`config.mk`:
```
export PLATFORM = sky130hd
export DESIGN_NAME = pdpt_ctrl
export DESIGN_NICKNAME = d
export VERILOG_FILES = /design/src/hw/rtl/pdpt_pkg.sv /design/src/hw/rtl/pdpt_ctrl.sv
export SDC_FILE = /design/constraint.sdc
export NUM_CORES = 1
export LEC_CHECK = 0
export BUFFER_PORTS_ARGS = -buffer_cell sky130_fd_sc_hd__buf_2
export CAP_MARGIN = 25
export CORE_MARGIN = 2
export CORE_UTILIZATION = 35
export CTS_CLUSTER_DIAMETER = 50
export DETAILED_ROUTE_END_ITERATION = 8
export PLACE_DENSITY = 0.53
export SYNTH_ARGS = -nofsm -noshare
export SYNTH_HDL_FRONTEND = slang
export SYNTH_SLANG_ARGS = --single-unit
```
`constraint.sdc`:
```
create_clock -name clk_i -period 3.1 [get_ports clk_i]
set_input_delay 0.93 -clock clk_i [delete_from_list [all_inputs] [get_ports clk_i]]
set_output_delay 0.93 -clock clk_i [all_outputs]
set_load 0.01 [all_outputs]
```
`src/hw/rtl/pdpt_pkg.sv`:
```
// Shared types and constants for the proximity dedup point table.
// Holds the field widths, register indexes, status codes and the
// command/status bundles between controller and datapath. No dependencies.
package pdpt_pkg;

  // Defaults for the top-level parameters
  localparam int unsigned DEF_TABLE_DEPTH = 64;
  localparam int unsigned DEF_COORD_BITS  = 24;

  // Input item: three candidate and three observer coordinates
  localparam int unsigned NUM_IN_FIELDS = 6;

  // Configuration port
  localparam int unsigned CFG_IDX_W  = 2;
  localparam int unsigned CFG_DATA_W = 32;
  localparam int unsigned RADIUS_W   = 23;

  localparam logic [CFG_IDX_W-1:0] CFG_DEDUP_RADIUS = CFG_IDX_W'(0);
  localparam logic [CFG_IDX_W-1:0] CFG_GATE_RADIUS  = CFG_IDX_W'(1);

  // Radii after reset: 100 m and 30 m in 1/256 m
  localparam logic [RADIUS_W-1:0] DEDUP_RADIUS_RST = RADIUS_W'(25600);
  localparam logic [RADIUS_W-1:0] GATE_RADIUS_RST  = RADIUS_W'(7680);

  // Result item fields
  localparam int unsigned STATUS_W     = 2;
  localparam int unsigned INDEX_OUT_W  = 6;
  localparam int unsigned COUNT_OUT_W  = 7;
  localparam int unsigned OUT_FIELDS_W = STATUS_W + INDEX_OUT_W + COUNT_OUT_W;
  localparam int unsigned OUT_TDATA_W  = ((OUT_FIELDS_W + 7) / 8) * 8;
  localparam int unsigned OUT_PAD_W    = OUT_TDATA_W - OUT_FIELDS_W;

  localparam logic [STATUS_W-1:0] STATUS_BEYOND = STATUS_W'(0);
  localparam logic [STATUS_W-1:0] STATUS_DUP    = STATUS_W'(1);
  localparam logic [STATUS_W-1:0] STATUS_NEW    = STATUS_W'(2);
  localparam logic [STATUS_W-1:0] STATUS_FULL   = STATUS_W'(3);

  // Controller to datapath commands
  typedef struct packed {
    logic load;   // capture candidate and observer from the input item
    logic issue;  // start one distance test
    logic gate;   // test is candidate vs observer (else vs stored entry)
    logic write;  // append candidate to the table
  } dp_cmd_t;

  // Datapath to controller status, one distance test result
  typedef struct packed {
    logic res_valid;
    logic res_gate;
    logic res_hit;
  } dp_sts_t;

endpackage

```
`src/hw/rtl/pdpt_ctrl.sv`:
```
// Controller: item sequencing (gate test, table scan, append), entry count
// and the result output register. Depends on pdpt_pkg.
module pdpt_ctrl import pdpt_pkg::*; #(
  parameter int unsigned TABLE_DEPTH = DEF_TABLE_DEPTH,
  localparam int unsigned IDX_W      = (TABLE_DEPTH > 1) ? $clog2(TABLE_DEPTH) : 1,
  localparam int unsigned CNT_W      = $clog2(TABLE_DEPTH + 1)
) (
  input  logic                   clk_i,
  input  logic                   rst_ni,
  input  logic                   in_valid_i,
  output logic                   in_ready_o,
  output logic                   out_valid_o,
  input  logic                   out_ready_i,
  output logic [OUT_TDATA_W-1:0] out_data_o,
  output dp_cmd_t                cmd_o,
  output logic [IDX_W-1:0]       addr_o,
  input  dp_sts_t                sts_i,
  input  logic [IDX_W-1:0]       res_index_i
);

  typedef enum logic [4:0] {
    ST_IDLE      = 5'b00001,
    ST_WAIT_GATE = 5'b00010,
    ST_SCAN      = 5'b00100,
    ST_APPEND    = 5'b01000,
    ST_DONE      = 5'b10000
  } state_e;

  state_e              state_q, state_d;
  logic [CNT_W-1:0]    count_q, count_d;
  logic [CNT_W-1:0]    issue_q, issue_d;
  logic [STATUS_W-1:0] res_status_q, res_status_d;
  logic [IDX_W-1:0]    res_index_q, res_index_d;
  logic [IDX_W-1:0]    last_idx;
  logic                out_load;

  logic                   out_valid_q;
  logic [STATUS_W-1:0]    out_status_q;
  logic [INDEX_OUT_W-1:0] out_index_q;
  logic [COUNT_OUT_W-1:0] out_count_q;

  assign last_idx   = IDX_W'(count_q - CNT_W'(1));
  assign in_ready_o = (state_q == ST_IDLE);

  // Next-state and command logic
  always_comb begin
    state_d      = state_q;
    count_d      = count_q;
    issue_d      = issue_q;
    res_status_d = res_status_q;
    res_index_d  = res_index_q;
    cmd_o        = '0;
    addr_o       = '0;
    out_load     = 1'b0;
    case (state_q)
      ST_IDLE: begin
        if (in_valid_i) begin
          cmd_o.load  = 1'b1;
          cmd_o.issue = 1'b1;
          cmd_o.gate  = 1'b1;
          state_d     = ST_WAIT_GATE;
        end
      end
      ST_WAIT_GATE: begin
        // leftover scan results of the previous item are ignored here
        if (sts_i.res_valid && sts_i.res_gate) begin
          if (!sts_i.res_hit) begin
            res_status_d = STATUS_BEYOND;
            res_index_d  = '0;
            state_d      = ST_DONE;
          end else if (count_q == '0) begin
            state_d = ST_APPEND;
          end else begin
            issue_d = '0;
            state_d = ST_SCAN;
          end
        end
      end
      ST_SCAN: begin
        // one entry issued per cycle, results come back in order
        if (issue_q < count_q) begin
          cmd_o.issue = 1'b1;
          addr_o      = issue_q[IDX_W-1:0];
          issue_d     = issue_q + CNT_W'(1);
        end
        if (sts_i.res_valid && !sts_i.res_gate) begin
          if (sts_i.res_hit) begin
            res_status_d = STATUS_DUP;
            res_index_d  = res_index_i;
            state_d      = ST_DONE;
          end else if (res_index_i == last_idx) begin
            state_d = ST_APPEND;
          end
        end
      end
      ST_APPEND: begin
        if (count_q < CNT_W'(TABLE_DEPTH)) begin
          cmd_o.write  = 1'b1;
          addr_o       = count_q[IDX_W-1:0];
          count_d      = count_q + CNT_W'(1);
          res_status_d = STATUS_NEW;
          res_index_d  = count_q[IDX_W-1:0];
        end else begin
          res_status_d = STATUS_FULL;
          res_index_d  = '0;
        end
        state_d = ST_DONE;
      end
      ST_DONE: begin
        if (!out_valid_q || out_ready_i) begin
          out_load = 1'b1;
          state_d  = ST_IDLE;
        end
      end
      default: begin
        state_d = ST_IDLE;
      end
    endcase
  end

  // Control registers
  always_ff @(posedge clk_i or negedge rst_ni) begin
    if (!rst_ni) begin
      state_q     <= ST_IDLE;
      count_q     <= '0;
      issue_q     <= '0;
      out_valid_q <= 1'b0;
    end else begin
      state_q <= state_d;
      count_q <= count_d;
      issue_q <= issue_d;
      if (out_load) begin
        out_valid_q <= 1'b1;
      end else if (out_ready_i) begin
        out_valid_q <= 1'b0;
      end
    end
  end

  // Result payload
  always_ff @(posedge clk_i) begin
    res_status_q <= res_status_d;
    res_index_q  <= res_index_d;
    if (out_load) begin
      out_status_q <= res_status_q;
      out_index_q  <= INDEX_OUT_W'(res_index_q);
      out_count_q  <= COUNT_OUT_W'(count_q);
    end
  end

  assign out_valid_o = out_valid_q;
  assign out_data_o  = {OUT_PAD_W'(0), out_count_q, out_index_q, out_status_q};

`ifndef SYNTH
  a_count_bound: assert property (@(posedge clk_i) disable iff (!rst_ni)
    count_q <= CNT_W'(TABLE_DEPTH))
    else $error("entry count above table depth");

  a_write_counts: assert property (@(posedge clk_i) disable iff (!rst_ni)
    cmd_o.write |=> (count_q == $past(count_q) + CNT_W'(1)))
    else $error("table write without count increment");

  a_scan_in_range: assert property (@(posedge clk_i) disable iff (!rst_ni)
    (cmd_o.issue && !cmd_o.gate) |-> (issue_q < count_q))
    else $error("scan read beyond stored entries");

  a_write_after_miss: assert property (@(posedge clk_i) disable iff (!rst_ni)
    cmd_o.write |-> (state_q == ST_APPEND) && !cmd_o.issue)
    else $error("table write outside append step");
`endif

endmodule

```
Yosys cells after proc, flatten, opt, wreduce, memory -nomap -nowiden
Index checks and enable logic that the tools add are counted.
{"block": "op_classes", "mux": 39, "eq_ne": 16, "n_reduce_logical": 13, "n_addsub": 3, "n_lt_le_gt_ge": 2}
{"cell": "$mux 6", "n": 6}
{"cell": "$mux 5", "n": 7}
{"cell": "$mux 7", "n": 4}
{"cell": "$pmux 5 s5", "n": 1}
{"cell": "$ne 2x2->1 const B", "n": 9}
{"cell": "$pmux 6 s3", "n": 1}
{"cell": "$reduce_and 5->1", "n": 3}
{"cell": "$add 7x1->7 const B", "n": 2}
{"cell": "$pmux 7 s2", "n": 1}
{"cell": "$pmux 6 s2", "n": 1}
{"cell": "$mux 1", "n": 10}
{"cell": "$mux 2", "n": 4}
{"cell": "$logic_not 7->1", "n": 1}
{"cell": "$lt 7x7->1", "n": 1}
{"cell": "$lt 7x7->1 const B", "n": 1}
{"cell": "$eq 6x6->1", "n": 1}
{"cell": "$pmux 2 s3", "n": 1}
{"cell": "$sub 6x1->6 const B", "n": 1}
{"cell": "$eq 5x1->1 const B", "n": 1}
{"cell": "$eq 5x2->1 const B", "n": 1}
{"cell": "$eq 5x3->1 const B", "n": 1}
{"cell": "$eq 5x4->1 const B", "n": 1}
{"cell": "$eq 5x5->1 const B", "n": 1}
{"cell": "$mux 4", "n": 1}
{"cell": "9 further kinds", "n": 12}
{"block": "word_totals", "out_inout_bits": 28, "regBits": 43, "wordCells": 82}

Logic depth before layout (Yosys ltp)
{"block": "depth", "depth_word": 6, "mapped_depth": 9, "ltp_nobuf": 8}

Worst setup path after synthesis
No wires, ideal clock.
{"block": "synth_path", "path_kind": "register to output", "start": "register count_q[2]", "end": "output addr_o[1]", "required_time_ns": 2.170, "path_buffers": 2, "arrival_ns": 2.127, "path_slack_ns": 0.043, "path_stages_with_launch": 9, "cell_sequence": "dfrtp_1 > clkbuf_1 > inv_1 > ha_1 > a211o_1 > a2111oi_4 > buf_6 > inv_1 > o21ai_0"}
{"block": "synth_via", "elab_chain_cells": 3}
{"item": "start, declared", "line": "pdpt_ctrl.sv:30", "text": "logic [CNT_W-1:0] count_q, count_d;"}
{"item": "start signal, assigned", "line": "pdpt_ctrl.sv:130", "text": "count_q <= count_d;"}
{"item": "$lt 7x7->1 (on tied branches)", "line": "pdpt_ctrl.sv:97, pdpt_ctrl.sv:81"}
{"item": "$mux 6 (on tied branches)", "line": "pdpt_ctrl.sv:97, pdpt_ctrl.sv:81"}
{"item": "$pmux 6 s2 (*)", "line": "pdpt_ctrl.sv:55", "text": "case (state_q)"}
{"item": "end, declared", "line": "pdpt_ctrl.sv:16", "text": "output logic [IDX_W-1:0] addr_o,"}
Mark *: on every way between the ends. The rest lies on a longest branch, timed or not.

Final worst setup path
{"block": "layout_path", "start": "register count_q[1]", "end": "output addr_o[2]"}
The elaborated chain is that of the path after synthesis.

==> run metrics <==
status finished with violations; failing checks negative setup slack; post-synthesis cell type count 45; Clock H-tree levels 2; top cells by count, synth 23 x edfxtp_1, 19 x dfrtp_1, 19 x nand2_1; IO Count 41; grt total ovfl 0; critical path data arrival time approximately 2.2 ns; worst setup path endpoint addr_o[2]; final WL a little under 5 mm; clock sinks 43; FMAX 321 MHz; power per standard cell area a little under 600 nW/um2; mean area per synthesized cell 11.3 um2; Final Wtd Congestion between 0.7 and 0.8; Synth Register Bits 43; Worst path slowest cell dfrtp_1; share of cells above drive strength 1 between 20% and 30%; area occupied by multi-input gates slightly above 900 um2; crit end category primary output; Initial Util a little under two fifths; drt first pass iters 5; vias per cell between 5 and 6; FF-to-FF End state_q[2]$_DFFE_PN0P_; dpl ws 0.117 ns; TritonCTS clock tree built; minimum clock period ~3.1 ns; Die Width around 84 um; FF-to-FF setup slack 0.85 ns; # DRC 0; final critical-path share of the clock period 101%; Ant. Diodes 0; DR WL/cell between 10 and 15 um; Vias about 1.7k; Fillers about 610; worst skew pair latency 0.30 ns; total CTS buffers 5; EDFF count, synth 23; Max-Cap Viols 0; first-pass GRT wire length roughly 8 mm; Lkg Pwr 1.13 nW; Ys Warns 0; hold_buf cts 0; Detail Route Antenna Nets 0; final setup margin -0.0173 ns; simple-gate share of the synthesized area about 14%; required time of the critical path about 2.2 ns; Post-synth ARST share between 40% and 50%; Setup crit start kind flip-flop; core box area about 6000 um2; Mapped Nets approximately 220; initial antenna violation count 0; kind of critical path flip-flop to primary output; Synth Cell Area 2210 um2; max incr delay on CP a little under 0.4 ns; placed cell area between 2000 and 3000 um2; adder and majority cell fraction of the synthesized area 5.09%; VDD IR max about 0.00029 V; area share of the largest cell type after synthesis 31.2%; DRT iter0 DRCs 95; gr usage total between 10 and 15%; final count of negative-setup-slack endpoints 3; Final #Nets 272; register area 1190 um2; crit-path max FO 8; register area share after synthesis a little over half; vias in the first global route 1608; final slew viol count 0; Hold Crit Class flip-flop to flip-flop; Area contributors post-synth edfxtp_1 31%, dfrtp_1 21%, ha_1 5.1%; most common cell in the netlist edfxtp_1; clock skew ~0.0082 ns; Port Buf Inserts 39; Least-Margin Pin Slew between 0.6 and 0.7 ns; clock-pin transition on the worst setup and hold timing paths roughly 0.080 ns; CTS Root Cell clkbuf_8; main flop type after synthesis edfxtp_1; largest family of logic cells by synthesized area compound AO/OA/AOI/OAI gates; final instance area 2680 um2; RSZ-0062 raised after global routing true; r2r startpoint state_q[2]$_DFFE_PN0P_; Setup TNS -0.0270 ns; Synth Area in XOR/XNOR about 5.5%; Rows 28; DP HPWL approximately 3.4 mm; Syn Inst Count about 200; Synth area leader edfxtp_1; Synth Area in Compound Gates between 10% and 20%; Layout area overhead 21.1%; pin count of the biggest net entering global routing 21; DIE HEIGHT around 84 um; share of synthesized area spent on multiplexers around 1.4%; full die area ~7000 um2; Final Hold Fails 0; Slew Limit Headroom ~56%; Setup crit start count_q[1]$_DFFE_PN0P_; Max clock buf depth 2; critical path, cell by cell inv_2 -> ha_4 -> a21o_1 -> a211o_1 -> a2111oi_4 -> buf_6 -> a22o_1 -> buf_2; reg2reg path depth 5
[where the power goes]
| group | internal [mW] | switching (mW) | total (mW) | leakage [nW] |
|---|---|---|---|---|
| sequential | 0.677 | 0.0580 | 0.735 | 0.443 |
| combinational | 0.203 | 0.250 | 0.454 | 0.643 |
| clock | 0.158 | 0.199 | 0.357 | 0.0412 |
| total | 1.04 | 0.508 | 1.55 | 1.13 |
[through the flow]
stage | cells | hold WS [ns] | util (%) | power (mW)
after CTS | 325 | 0.425 | 44.4 | 1.55
after global routing | 326 | 0.443 | 44.5 | 1.65
final | 326 | 0.424 | 44.5 | 1.55
after global placement | 312 | 0.400 | 42.0 | 1.18
after floorplan | 196 | 0.400 | - | 1.05
after detailed placement | 312 | 0.406 | 42.0 | 1.18
[repair_timing]
action                     4_1_cts  5_1_grt
gates resized for setup          4        1
pin swaps                        5        0
setup buffers                    5        1
setup endpoints to repair        7        7
[placed cells by master (no fill, tap or decap), drive strengths merged, types with 2 or more instances in the layout]
cell | Yosys | layout
a21oi | 10 | 10
a22o | 10 | 10
a31oi | 4 | 4
a41oi | 2 | 2
and3 | 3 | 3
and4 | 2 | 2
buf | 6 | 57
clkbuf | 4 | 6
dfrtp | 19 | 19
edfxtp | 23 | 23
ha | 9 | 9
inv | 11 | 11
mux2i | 2 | 2
nand2 | 19 | 19
nand2b | 4 | 4
nand3 | 8 | 8
nand3b | 3 | 3
nor2 | 10 | 10
nor2b | 2 | 2
nor3 | 5 | 5
o21a | 2 | 2
o21ai | 5 | 5
or3 | 2 | 2
xnor2 | 12 | 12
xor2 | 2 | 2
[how the worst min path moves through the flow]
stage	depth (start not counted)	end	startpoint	slack (ns)
2_1_floorplan	0	out_index_q[0]$_DFFE_PP_	res_index_q[0]$_DFFE_PP_	0.40
3_3_place_gp	0	out_index_q[3]$_DFFE_PP_	res_index_q[3]$_DFFE_PP_	0.40
3_5_place_dp	0	out_index_q[2]$_DFFE_PP_	res_index_q[2]$_DFFE_PP_	0.41
4_1_cts	0	out_index_q[2]$_DFFE_PP_	res_index_q[2]$_DFFE_PP_	0.43
5_1_grt	0	out_index_q[2]$_DFFE_PP_	res_index_q[2]$_DFFE_PP_	0.44
6_report	0	out_status_q[1]$_DFFE_PP_	res_status_q[1]$_DFFE_PP_	0.42
[worst max-delay path: cells and delay by family, from the launching register on]
kind	cells	cell delay, ns
flip-flops	1	0.39
AO/OA/AOI/OAI	4	0.91
adder cells (fa/ha/maj)	1	0.20
buffers and inverters	3	0.39
[flip-flops by register name (all words and copies together), names as in the netlist]
register      count
out_valid_o       1
issue_q           7
out_index_q       6
res_status_q      2
out_count_q       7
state_q           5
res_index_q       6
out_status_q      2
count_q           7
[logic make-up after synthesis]
logic type,after synthesis
mux,3
simple gates,62
fa+ha+maj,9
flops,43
xor+xnor,14
buf+inv,21
compound gates,43
other cells,1
[cell type report]
class                           count  share of cell area (%)
Sequential cell                    43                    44.5
Multi-Input combinational cell    132                    34.8
Timing Repair Buffer               57                    12.5
Tap cell                           75                    3.50
Clock buffer                        6                    2.71
Inverter                           11                    1.54
Clock inverter                      2                   0.467
[layer usage]
metal / wire length, um / global-route usage [%] / part of all wire (%) / vias to the layer above
li1: - / - / - / 820
met1: 2450 / 21.5 / 51 / 795
met3: 279 / 4.25 / 5.8 / 6
met4: 70 / 4.55 / 1.5 / 0
met5: 0 / 0 / 0 / -
met2: 2020 / 21.3 / 42 / 55
No activity file was read; power rests on OpenSTA's default activity.
